File: config.mk
export PLATFORM = sky130hd
export DESIGN_NAME = polyomino_boundary_tracer
export DESIGN_NICKNAME = d
export VERILOG_FILES = /design/src/pbt_pkg.sv /design/src/pbt_step.sv /design/src/pbt_out_buf.sv /design/src/polyomino_boundary_tracer.sv
export SDC_FILE = /design/constraint.sdc
export NUM_CORES = 1
export LEC_CHECK = 0
export ABC_CLOCK_PERIOD_IN_PS = 8400
export BUFFER_PORTS_ARGS = -buffer_cell sky130_fd_sc_hd__buf_2
export CAP_MARGIN = 20
export CELL_PAD_IN_SITES_DETAIL_PLACEMENT = 1
export CELL_PAD_IN_SITES_GLOBAL_PLACEMENT = 1
export CORE_MARGIN = 4
export CORE_UTILIZATION = 44
export CTS_BUF_LIST = sky130_fd_sc_hd__clkbuf_4
export DETAILED_ROUTE_END_ITERATION = 7
export PLACE_DENSITY = 0.91
export SETUP_SLACK_MARGIN = 0.02
export SLEW_MARGIN = 20
export SYNTH_ARGS = -nofsm -noshare
export SYNTH_HDL_FRONTEND = slang
export SYNTH_SLANG_ARGS = --single-unit
File: constraint.sdc
create_clock -name clk_i -period 8.4 [get_ports clk_i]
set_input_delay 0.42 -clock clk_i [delete_from_list [all_inputs] [get_ports clk_i]]
set_output_delay 0.42 -clock clk_i [all_outputs]
set_load 0.05 [all_outputs]
File: src/pbt_pkg.sv
// ----------------------------------------------------------------------------
// pbt_pkg: shared types and constants of the polyomino boundary tracer
// Direction codes, trace state, result item and register map.
// ----------------------------------------------------------------------------
package pbt_pkg;

  // edge direction codes
  typedef enum logic [1:0] {
    DIR_RIGHT = 2'd0,
    DIR_DOWN  = 2'd1,
    DIR_LEFT  = 2'd2,
    DIR_UP    = 2'd3
  } dir_e;

  // coordinate and register widths
  localparam int unsigned CoordW = 4;
  localparam int unsigned DimW   = 4;
  localparam int unsigned OccW   = 64;
  localparam int unsigned AddrW  = 5;
  localparam int unsigned DataW  = 64;

  // register indexes, 8-byte spacing (index is paddr[4:3])
  localparam logic [1:0] RegGridWidth  = 2'd0;
  localparam logic [1:0] RegGridHeight = 2'd1;
  localparam logic [1:0] RegOccupancy  = 2'd2;

  // register reset values
  localparam logic [DimW-1:0] GridDimReset = 4'd8;

  // corner the trace stands on between steps
  typedef struct packed {
    logic [CoordW-1:0] col;
    logic [CoordW-1:0] row;
    dir_e              heading;
    logic              at_start;
  } pbt_state_t;

  // one result item
  typedef struct packed {
    logic [CoordW-1:0] from_x;
    logic [CoordW-1:0] from_y;
    logic [CoordW-1:0] to_x;
    logic [CoordW-1:0] to_y;
    dir_e              heading;
    logic              closes_loop;
    logic              no_shape;
  } pbt_item_t;

endpackage

File: src/pbt_step.sv
// ----------------------------------------------------------------------------
// pbt_step: next boundary edge
// Finds the start corner, looks at the four cells around the current corner
// and picks the first outgoing edge turning right from the last heading.
// ----------------------------------------------------------------------------
module pbt_step #(
  parameter int unsigned GRID_SIDE = 8
) (
  input  logic [pbt_pkg::DimW-1:0]        grid_width_i,
  input  logic [pbt_pkg::DimW-1:0]        grid_height_i,
  input  logic [GRID_SIDE*GRID_SIDE-1:0]  occupancy_i,
  input  pbt_pkg::pbt_state_t             state_i,
  input  logic                            restart_i,
  output pbt_pkg::pbt_item_t              item_o,
  output pbt_pkg::pbt_state_t             state_o
);
  import pbt_pkg::*;

  localparam int unsigned IdxW = (GRID_SIDE > 1) ? $clog2(GRID_SIDE) : 1;

  // cells in use, masked by the active width and height
  logic [GRID_SIDE-1:0][GRID_SIDE-1:0] cell_grid;

  for (genvar gy = 0; gy < GRID_SIDE; gy++) begin : g_row
    for (genvar gx = 0; gx < GRID_SIDE; gx++) begin : g_col
      assign cell_grid[gy][gx] = occupancy_i[gy*GRID_SIDE + gx]
                                 && (DimW'(gx) < grid_width_i)
                                 && (DimW'(gy) < grid_height_i);
    end
  end

  // cell lookup with signed coordinates, outside the grid reads empty
  function automatic logic cell_on(input logic [GRID_SIDE-1:0][GRID_SIDE-1:0] grid,
                                   input logic [CoordW:0] x,
                                   input logic [CoordW:0] y);
    logic in_range;
    in_range = !x[CoordW] && !y[CoordW]
               && (x[CoordW-1:0] < CoordW'(GRID_SIDE))
               && (y[CoordW-1:0] < CoordW'(GRID_SIDE));
    return in_range ? grid[y[IdxW-1:0]][x[IdxW-1:0]] : 1'b0;
  endfunction

  // leftmost filled cell of the top row
  logic              start_found;
  logic [CoordW-1:0] start_x;

  always_comb begin
    start_found = 1'b0;
    start_x     = '0;
    for (int i = 0; i < GRID_SIDE; i++) begin
      if (!start_found && cell_grid[0][i]) begin
        start_found = 1'b1;
        start_x     = CoordW'(i);
      end
    end
  end

  // corner to work from this step
  logic              go_start;
  logic [CoordW-1:0] cur_col;
  logic [CoordW-1:0] cur_row;
  dir_e              base_dir;

  assign go_start = restart_i || state_i.at_start;
  assign cur_col  = go_start ? start_x : state_i.col;
  assign cur_row  = go_start ? '0 : state_i.row;
  assign base_dir = go_start ? DIR_UP : state_i.heading;

  // the four cells around the corner
  logic [CoordW:0] cx;
  logic [CoordW:0] cy;
  logic [CoordW:0] cxm;
  logic [CoordW:0] cym;
  logic            c_se, c_ne, c_sw, c_nw;
  logic [3:0]      edge_ok;

  assign cx   = {1'b0, cur_col};
  assign cy   = {1'b0, cur_row};
  assign cxm  = cx - (CoordW+1)'(1);
  assign cym  = cy - (CoordW+1)'(1);
  assign c_se = cell_on(cell_grid, cx,  cy);
  assign c_ne = cell_on(cell_grid, cx,  cym);
  assign c_sw = cell_on(cell_grid, cxm, cy);
  assign c_nw = cell_on(cell_grid, cxm, cym);

  // filled cell on the right-hand side of travel
  assign edge_ok[DIR_RIGHT] = c_se && !c_ne;
  assign edge_ok[DIR_DOWN]  = c_sw && !c_se;
  assign edge_ok[DIR_LEFT]  = c_nw && !c_sw;
  assign edge_ok[DIR_UP]    = c_ne && !c_nw;

  // try prev+1 .. prev+4 in order
  logic edge_found;
  dir_e pick_dir;
  dir_e cand_dir;

  always_comb begin
    edge_found = 1'b0;
    pick_dir   = DIR_RIGHT;
    cand_dir   = DIR_RIGHT;
    for (int k = 1; k <= 4; k++) begin
      cand_dir = dir_e'(base_dir + 2'(k));
      if (!edge_found && edge_ok[cand_dir]) begin
        edge_found = 1'b1;
        pick_dir   = cand_dir;
      end
    end
  end

  // dead corner falls back to the start corner heading right
  logic [CoordW-1:0] from_col;
  logic [CoordW-1:0] from_row;
  dir_e              step_dir;
  logic [CoordW-1:0] to_col;
  logic [CoordW-1:0] to_row;
  logic              closes;

  assign from_col = edge_found ? cur_col : start_x;
  assign from_row = edge_found ? cur_row : '0;
  assign step_dir = edge_found ? pick_dir : DIR_RIGHT;

  always_comb begin
    to_col = from_col;
    to_row = from_row;
    unique case (step_dir)
      DIR_RIGHT: to_col = from_col + CoordW'(1);
      DIR_DOWN:  to_row = from_row + CoordW'(1);
      DIR_LEFT:  to_col = from_col - CoordW'(1);
      DIR_UP:    to_row = from_row - CoordW'(1);
      default:   to_col = from_col;
    endcase
  end

  assign closes = (to_col == start_x) && (to_row == '0);

  // result and next state
  always_comb begin
    if (!start_found) begin
      item_o          = '0;
      item_o.no_shape = 1'b1;
      state_o          = state_i;
      state_o.at_start = 1'b1;
    end else begin
      item_o.from_x      = from_col;
      item_o.from_y      = from_row;
      item_o.to_x        = to_col;
      item_o.to_y        = to_row;
      item_o.heading     = step_dir;
      item_o.closes_loop = closes;
      item_o.no_shape    = 1'b0;
      state_o.col      = to_col;
      state_o.row      = to_row;
      state_o.heading  = step_dir;
      state_o.at_start = closes;
    end
  end

endmodule

File: src/pbt_out_buf.sv
// ----------------------------------------------------------------------------
// pbt_out_buf: result register with skid stage
// Holds results for the output channel; stall to the producer is registered.
// ----------------------------------------------------------------------------
module pbt_out_buf (
  input  logic               clk_i,
  input  logic               rst_ni,
  input  logic               push_valid_i,
  input  pbt_pkg::pbt_item_t push_item_i,
  output logic               push_stall_o,
  output logic               out_valid_o,
  output pbt_pkg::pbt_item_t out_item_o,
  input  logic               out_stall_i
);
  import pbt_pkg::*;

  logic      main_valid_q;
  logic      skid_valid_q;
  pbt_item_t main_q;
  pbt_item_t skid_q;
  logic      push;
  logic      pop;

  assign push_stall_o = skid_valid_q;
  assign push         = push_valid_i && !skid_valid_q;
  assign pop          = main_valid_q && !out_stall_i;
  assign out_valid_o  = main_valid_q;
  assign out_item_o   = main_q;

  // valid flags
  always_ff @(posedge clk_i or negedge rst_ni) begin
    if (!rst_ni) begin
      main_valid_q <= 1'b0;
      skid_valid_q <= 1'b0;
    end else begin
      priority if (pop && skid_valid_q) begin
        skid_valid_q <= 1'b0;
      end else if (pop) begin
        main_valid_q <= push;
      end else if (push && main_valid_q) begin
        skid_valid_q <= 1'b1;
      end else if (push) begin
        main_valid_q <= 1'b1;
      end
    end
  end

  // payload
  always_ff @(posedge clk_i) begin
    priority if (pop && skid_valid_q) begin
      main_q <= skid_q;
    end else if (push && (pop || !main_valid_q)) begin
      main_q <= push_item_i;
    end else if (push) begin
      skid_q <= push_item_i;
    end
  end

endmodule

File: src/polyomino_boundary_tracer.sv
// ----------------------------------------------------------------------------
// polyomino_boundary_tracer: outer contour tracing of a cell mask
// Each step transfer yields the next unit edge of the shape's boundary, or a no-shape flag when the top row is empty.
// ----------------------------------------------------------------------------
// A result is registered in the output buffer when its step transfer is accepted.
// Throughput: one step per cycle while the input is not stalled.
// The two-entry output buffer stalls the input only when both entries are full.
// Reset: grid 8 by 8, empty mask, trace at the start corner heading up,
// output buffer empty.
module polyomino_boundary_tracer #(
  parameter int unsigned GRID_SIDE = 8
) (
  input  logic                         clk_i,
  input  logic                         rst_ni,
  // configuration port
  input  logic                         psel,
  input  logic                         penable,
  input  logic                         pwrite,
  input  logic [pbt_pkg::AddrW-1:0]    paddr,
  input  logic [pbt_pkg::DataW-1:0]    pwdata,
  output logic [pbt_pkg::DataW-1:0]    prdata,
  output logic                         pready,
  // step channel
  input  logic                         in_valid_i,
  output logic                         in_stall_o,
  input  logic                         restart_i,
  // edge channel
  output logic                         out_valid_o,
  input  logic                         out_stall_i,
  output logic [pbt_pkg::CoordW-1:0]   from_x_o,
  output logic [pbt_pkg::CoordW-1:0]   from_y_o,
  output logic [pbt_pkg::CoordW-1:0]   to_x_o,
  output logic [pbt_pkg::CoordW-1:0]   to_y_o,
  output logic [1:0]                   heading_o,
  output logic                         closes_loop_o,
  output logic                         no_shape_o
);
  import pbt_pkg::*;

  localparam int unsigned Cells = GRID_SIDE * GRID_SIDE;

  // configuration registers
  logic [DimW-1:0] grid_width_q;
  logic [DimW-1:0] grid_height_q;
  logic [OccW-1:0] occupancy_q;
  logic            cfg_write;
  logic [1:0]      reg_idx;

  assign pready    = 1'b1;
  assign cfg_write = psel && penable && pwrite && pready;
  assign reg_idx   = paddr[AddrW-1:3];

  always_ff @(posedge clk_i or negedge rst_ni) begin
    if (!rst_ni) begin
      grid_width_q  <= GridDimReset;
      grid_height_q <= GridDimReset;
      occupancy_q   <= '0;
    end else if (cfg_write) begin
      unique case (reg_idx)
        RegGridWidth:  grid_width_q  <= pwdata[DimW-1:0];
        RegGridHeight: grid_height_q <= pwdata[DimW-1:0];
        RegOccupancy:  occupancy_q   <= pwdata;
        default:       ;
      endcase
    end
  end

  // register read back
  always_comb begin
    unique case (reg_idx)
      RegGridWidth:  prdata = DataW'(grid_width_q);
      RegGridHeight: prdata = DataW'(grid_height_q);
      RegOccupancy:  prdata = occupancy_q;
      default:       prdata = '0;
    endcase
  end

  // trace step
  pbt_state_t state_q;
  pbt_state_t state_d;
  pbt_item_t  step_item;
  pbt_item_t  out_item;
  logic       in_accept;

  assign in_accept = in_valid_i && !in_stall_o;

  pbt_step #(
    .GRID_SIDE (GRID_SIDE)
  ) u_step (
    .grid_width_i  (grid_width_q),
    .grid_height_i (grid_height_q),
    .occupancy_i   (occupancy_q[Cells-1:0]),
    .state_i       (state_q),
    .restart_i     (restart_i),
    .item_o        (step_item),
    .state_o       (state_d)
  );

  // trace state
  always_ff @(posedge clk_i or negedge rst_ni) begin
    if (!rst_ni) begin
      state_q.col      <= '0;
      state_q.row      <= '0;
      state_q.heading  <= DIR_UP;
      state_q.at_start <= 1'b1;
    end else if (in_accept) begin
      state_q <= state_d;
    end
  end

  // result buffer
  pbt_out_buf u_out_buf (
    .clk_i        (clk_i),
    .rst_ni       (rst_ni),
    .push_valid_i (in_valid_i),
    .push_item_i  (step_item),
    .push_stall_o (in_stall_o),
    .out_valid_o  (out_valid_o),
    .out_item_o   (out_item),
    .out_stall_i  (out_stall_i)
  );

  assign from_x_o      = out_item.from_x;
  assign from_y_o      = out_item.from_y;
  assign to_x_o        = out_item.to_x;
  assign to_y_o        = out_item.to_y;
  assign heading_o     = out_item.heading;
  assign closes_loop_o = out_item.closes_loop;
  assign no_shape_o    = out_item.no_shape;

endmodule

==> impl_results.md <==
* Status: finished, violations left
* Failing checks: design-rule violations
* Async SR Flop Fraction at 0.6800
* Initial antenna violation count at 2
* CP Class: register to register
* CTS root buf: clkbuf_4
* Global-route wire length before repair at 51.67 mm
* # DRC at 1
* H-tree levels at 4
* DP HPWL at 23.44 mm
* Switching Share at 0.5434
* GRT overflow at 0
* Synth top cells by count: nand2_1, dfrtp_1, mux2_2
* Placed cells at 1,305
* Number of setup buffers added after CTS at 0
* Multi-input logic area at 0.005076 mm2
* Min-delay worst type: primary input to register
* Iter 0 DRT Violations at 789
* Starting Density at 0.4503
* All-Layer GR Usage at 0.2945
* Top cell type's share of synthesized area at 0.2270
* Power Total at 3.642 mW
* P_sw at between 1.5 and 2 mW
* Max-cap violations at 0
* Sequential cell area at 0.003334 mm2
* DIE WIDTH at roughly 150 um
* Nets at 1,146
* Upper clock frequency limit at 0.1308 GHz
* Share of layout cells above drive strength 1 at 0.3079
* Final hold vios at 0
* Post-Syn Area at ~0.0088 mm2
* Post-Syn Instances at 951
* Worst slew pin tran at approximately 0.9 ns
* Register area share after synthesis at 0.3780
* Finished Layout Cells at approximately 1,300
* Post-Synthesis Mean Instance Area at 9.275 um2
* Final Max Slew Viols at 0
* Seq pwr share at 0.296
* FILL cells at ~2,300
* Vias in the first global route at 9,088
* Setup violations, final at 0
* CP arrival at 8.09 ns
* Internal at about 1.7 mW
* Leakage at 4.176 nW
* Crit path required time at 8.84 ns
* Warnings, synthesis at 0
* Die height at approximately 150 um
* Pwr dens at 362.6 mW/mm2
* Register bit count reported by yosys at 125
* Detailed-route via count at 8,787
* Routed length per instance at 24.59 um
* Post-Syn Nets at 1,035
* Skew final at 0.02834 ns
* Placed cell area at 0.009694 mm2
* Final period util at 0.9103
* Layout area overhead at 13.87%
* Area contributors post-synth: dfrtp_1, edfxtp_1, mux2_2, and2_1, nand2_1
* CP Max Fanout at 17
* Clock power frac at 0.124
* RePlAce Congestion at 0.9863
* Count leader, synth: nand2_1
* Final antenna-violating net count at 0
* CTS buffer count at 17
* Via density at 6.548
* Core Box Area at around 0.020 mm2
* Die Footprint at 0.02238 mm2
* Logic pwr share at 0.581
* RSZ-0062 raised after global routing: false
* Post-synth EDFFs at 40
* Top_reg_cell synth: dfrtp_1
* Post-synth top area cell: dfrtp_1
* CTS Sinks at 125
* Routed WL at around 33 mm
* Setup tns final at 0 ns
* CP Capture Type: register
* Slew headroom at 0.3855
* Peak VDD IR at approximately 0.14 mV
* CTS tree: done
* Clock tree buffer depth at 2
* Number of distinct library cells after synthesis at 99
* Worst Setup Start Kind: register
* Largest net degree at the start of global routing at 65
* Rows at 51
* Clock-pin transition on the worst setup and hold timing paths at 0.17 ns
* Post-route cell area at 0.01004 mm2
* DR pass1 iterations at 8
* Port bufs at about 160
* I/O Pins at 164
* Period minus WS final at between 7 and 8 ns
* Clk_lat worst skew at 0.61 ns
## power groups by stage
stage,registers (mW),clock network (mW),logic [mW]
floorplan,1.14,0,1.43
global route,1.09,0.477,2.27
finish,1.08,0.450,2.12
global placement,1.06,0,1.99
CTS,1.06,0.451,2.08
detailed placement,1.08,0,2.06
## placed cells by master (no fill, tap or decap), drive strengths merged, types with 6 or more instances in the layout
cell,synthesis,final
dfrtp,80,80
nor2,58,58
edfxtp,40,40
or2,8,8
and2,70,70
nand4,12,12
a32oi,9,9
a2111oi,7,7
nand3,50,50
nor4,8,8
a221oi,10,10
nor3,20,20
mux2i,13,13
xnor2,8,8
inv,11,18
o211ai,9,9
a211oi,15,15
and3,9,9
a21oi,24,24
a31oi,8,8
buf,31,176
clkbuf,55,17
clkinv,0,7
a311oi,7,7
nor3b,6,6
nand2,93,93
or3,12,12
o31ai,21,21
mux2,74,74
o21ai,70,70
a21o,6,6
## sequential cells by signal (all words and copies together), names as in the netlist
register,flops
grid_height_q,4
grid_width_q,4
occupancy_q,64
state_q,11
u_out_buf.out_item_o,20
u_out_buf.out_valid_o,1
u_out_buf.push_stall_o,1
u_out_buf.skid_q,20
## kinds of logic after synthesis
kind of cell | after synthesis | share of synthesized area
multiplexers | 87 | 0.1092
adder cells (fa/ha/maj) | 7 | 0.01163
XOR/XNOR | 10 | 0.01206
AND/OR/NAND/NOR | 368 | 0.2241
other | 1 | 0.0004251
AO/OA/AOI/OAI | 256 | 0.2149
flip-flops | 125 | 0.3780
buffers and inverters | 97 | 0.04964
## layer usage
layer | global-route usage | vias to the layer above | wire [um]
met1 | 0.3527 | 4245 | 12310
li1 | - | 3819 | -
met4 | 0.1643 | 0 | 1968
met5 | 0 | - | 0
met3 | 0.07208 | 160 | 2944
met2 | 0.4860 | 563 | 15780
## worst max-delay path, stage by stage, from the launching register on
cell and delay [ns]:
dfrtp_1 0.69, nor3b_1 0.27, buf_4 0.25, inv_1 0.30, ha_1 0.42, xnor2_4 0.60
a2111oi_0 0.18, nor4_1 0.62, o211ai_1 0.18, o221a_1 0.32, and3_4 0.20, nor4_2 0.56
or2_1 0.60, nor2_1 0.21, fa_1 0.45, xor2_1 0.17, nor3_1 0.37, and3_1 0.23
o221a_2 0.18, nand4b_1 0.17, nor3_1 0.20, nand3_1 0.10, o21ai_0 0.18
## repair_timing
| item | in CTS | in global routing |
|---|---|---|
| gates resized for setup | 0 | 0 |
| endpoints found under the hold margin | 25 | 0 |
| hold buffers | 2 | 0 |
## final timing paths
kind,endpoint,depth (start not counted),slack [ns],startpoint
min in group asynchronous,occupancy_q[39],2,0.23,rst_ni
worst max register to register,u_out_buf.out_item_o[1],22,0.75,state_q[4]
max in group asynchronous,occupancy_q[20],3,7.02,rst_ni
worst max-delay path,u_out_buf.out_item_o[1],22,0.75,state_q[4]
worst min-delay path,occupancy_q[39],2,0.02,pwdata[39]
worst min register to register,state_q[9],2,0.51,state_q[9]
## metrics by stage
| step | setup slack, ns | hold WS [ns] | util |
|---|---|---|---|
| global placement | 1.488 | 0.3453 | 0.4949 |
| CTS | 1.041 | 0.009309 | 0.5111 |
| finish | 0.7539 | 0.02084 | 0.5127 |
| floorplan | 2.348 | 0.1244 | - |
| detailed placement | 1.140 | 0.3531 | 0.4949 |
| global route | 0.5405 | 0.01055 | 0.5127 |
## final cells by class
class                           count  area share
Tap cell                          265     0.03301
Inverter                           11    0.004111
Antenna cell                        2   0.0004983
Timing Repair Buffer              178     0.09542
Sequential cell                   125      0.3320
Multi-Input combinational cell    729      0.5054
Clock buffer                       17     0.01271
Clock inverter                     15     0.01694
Note: power is estimated with default switching activity, not from simulation.
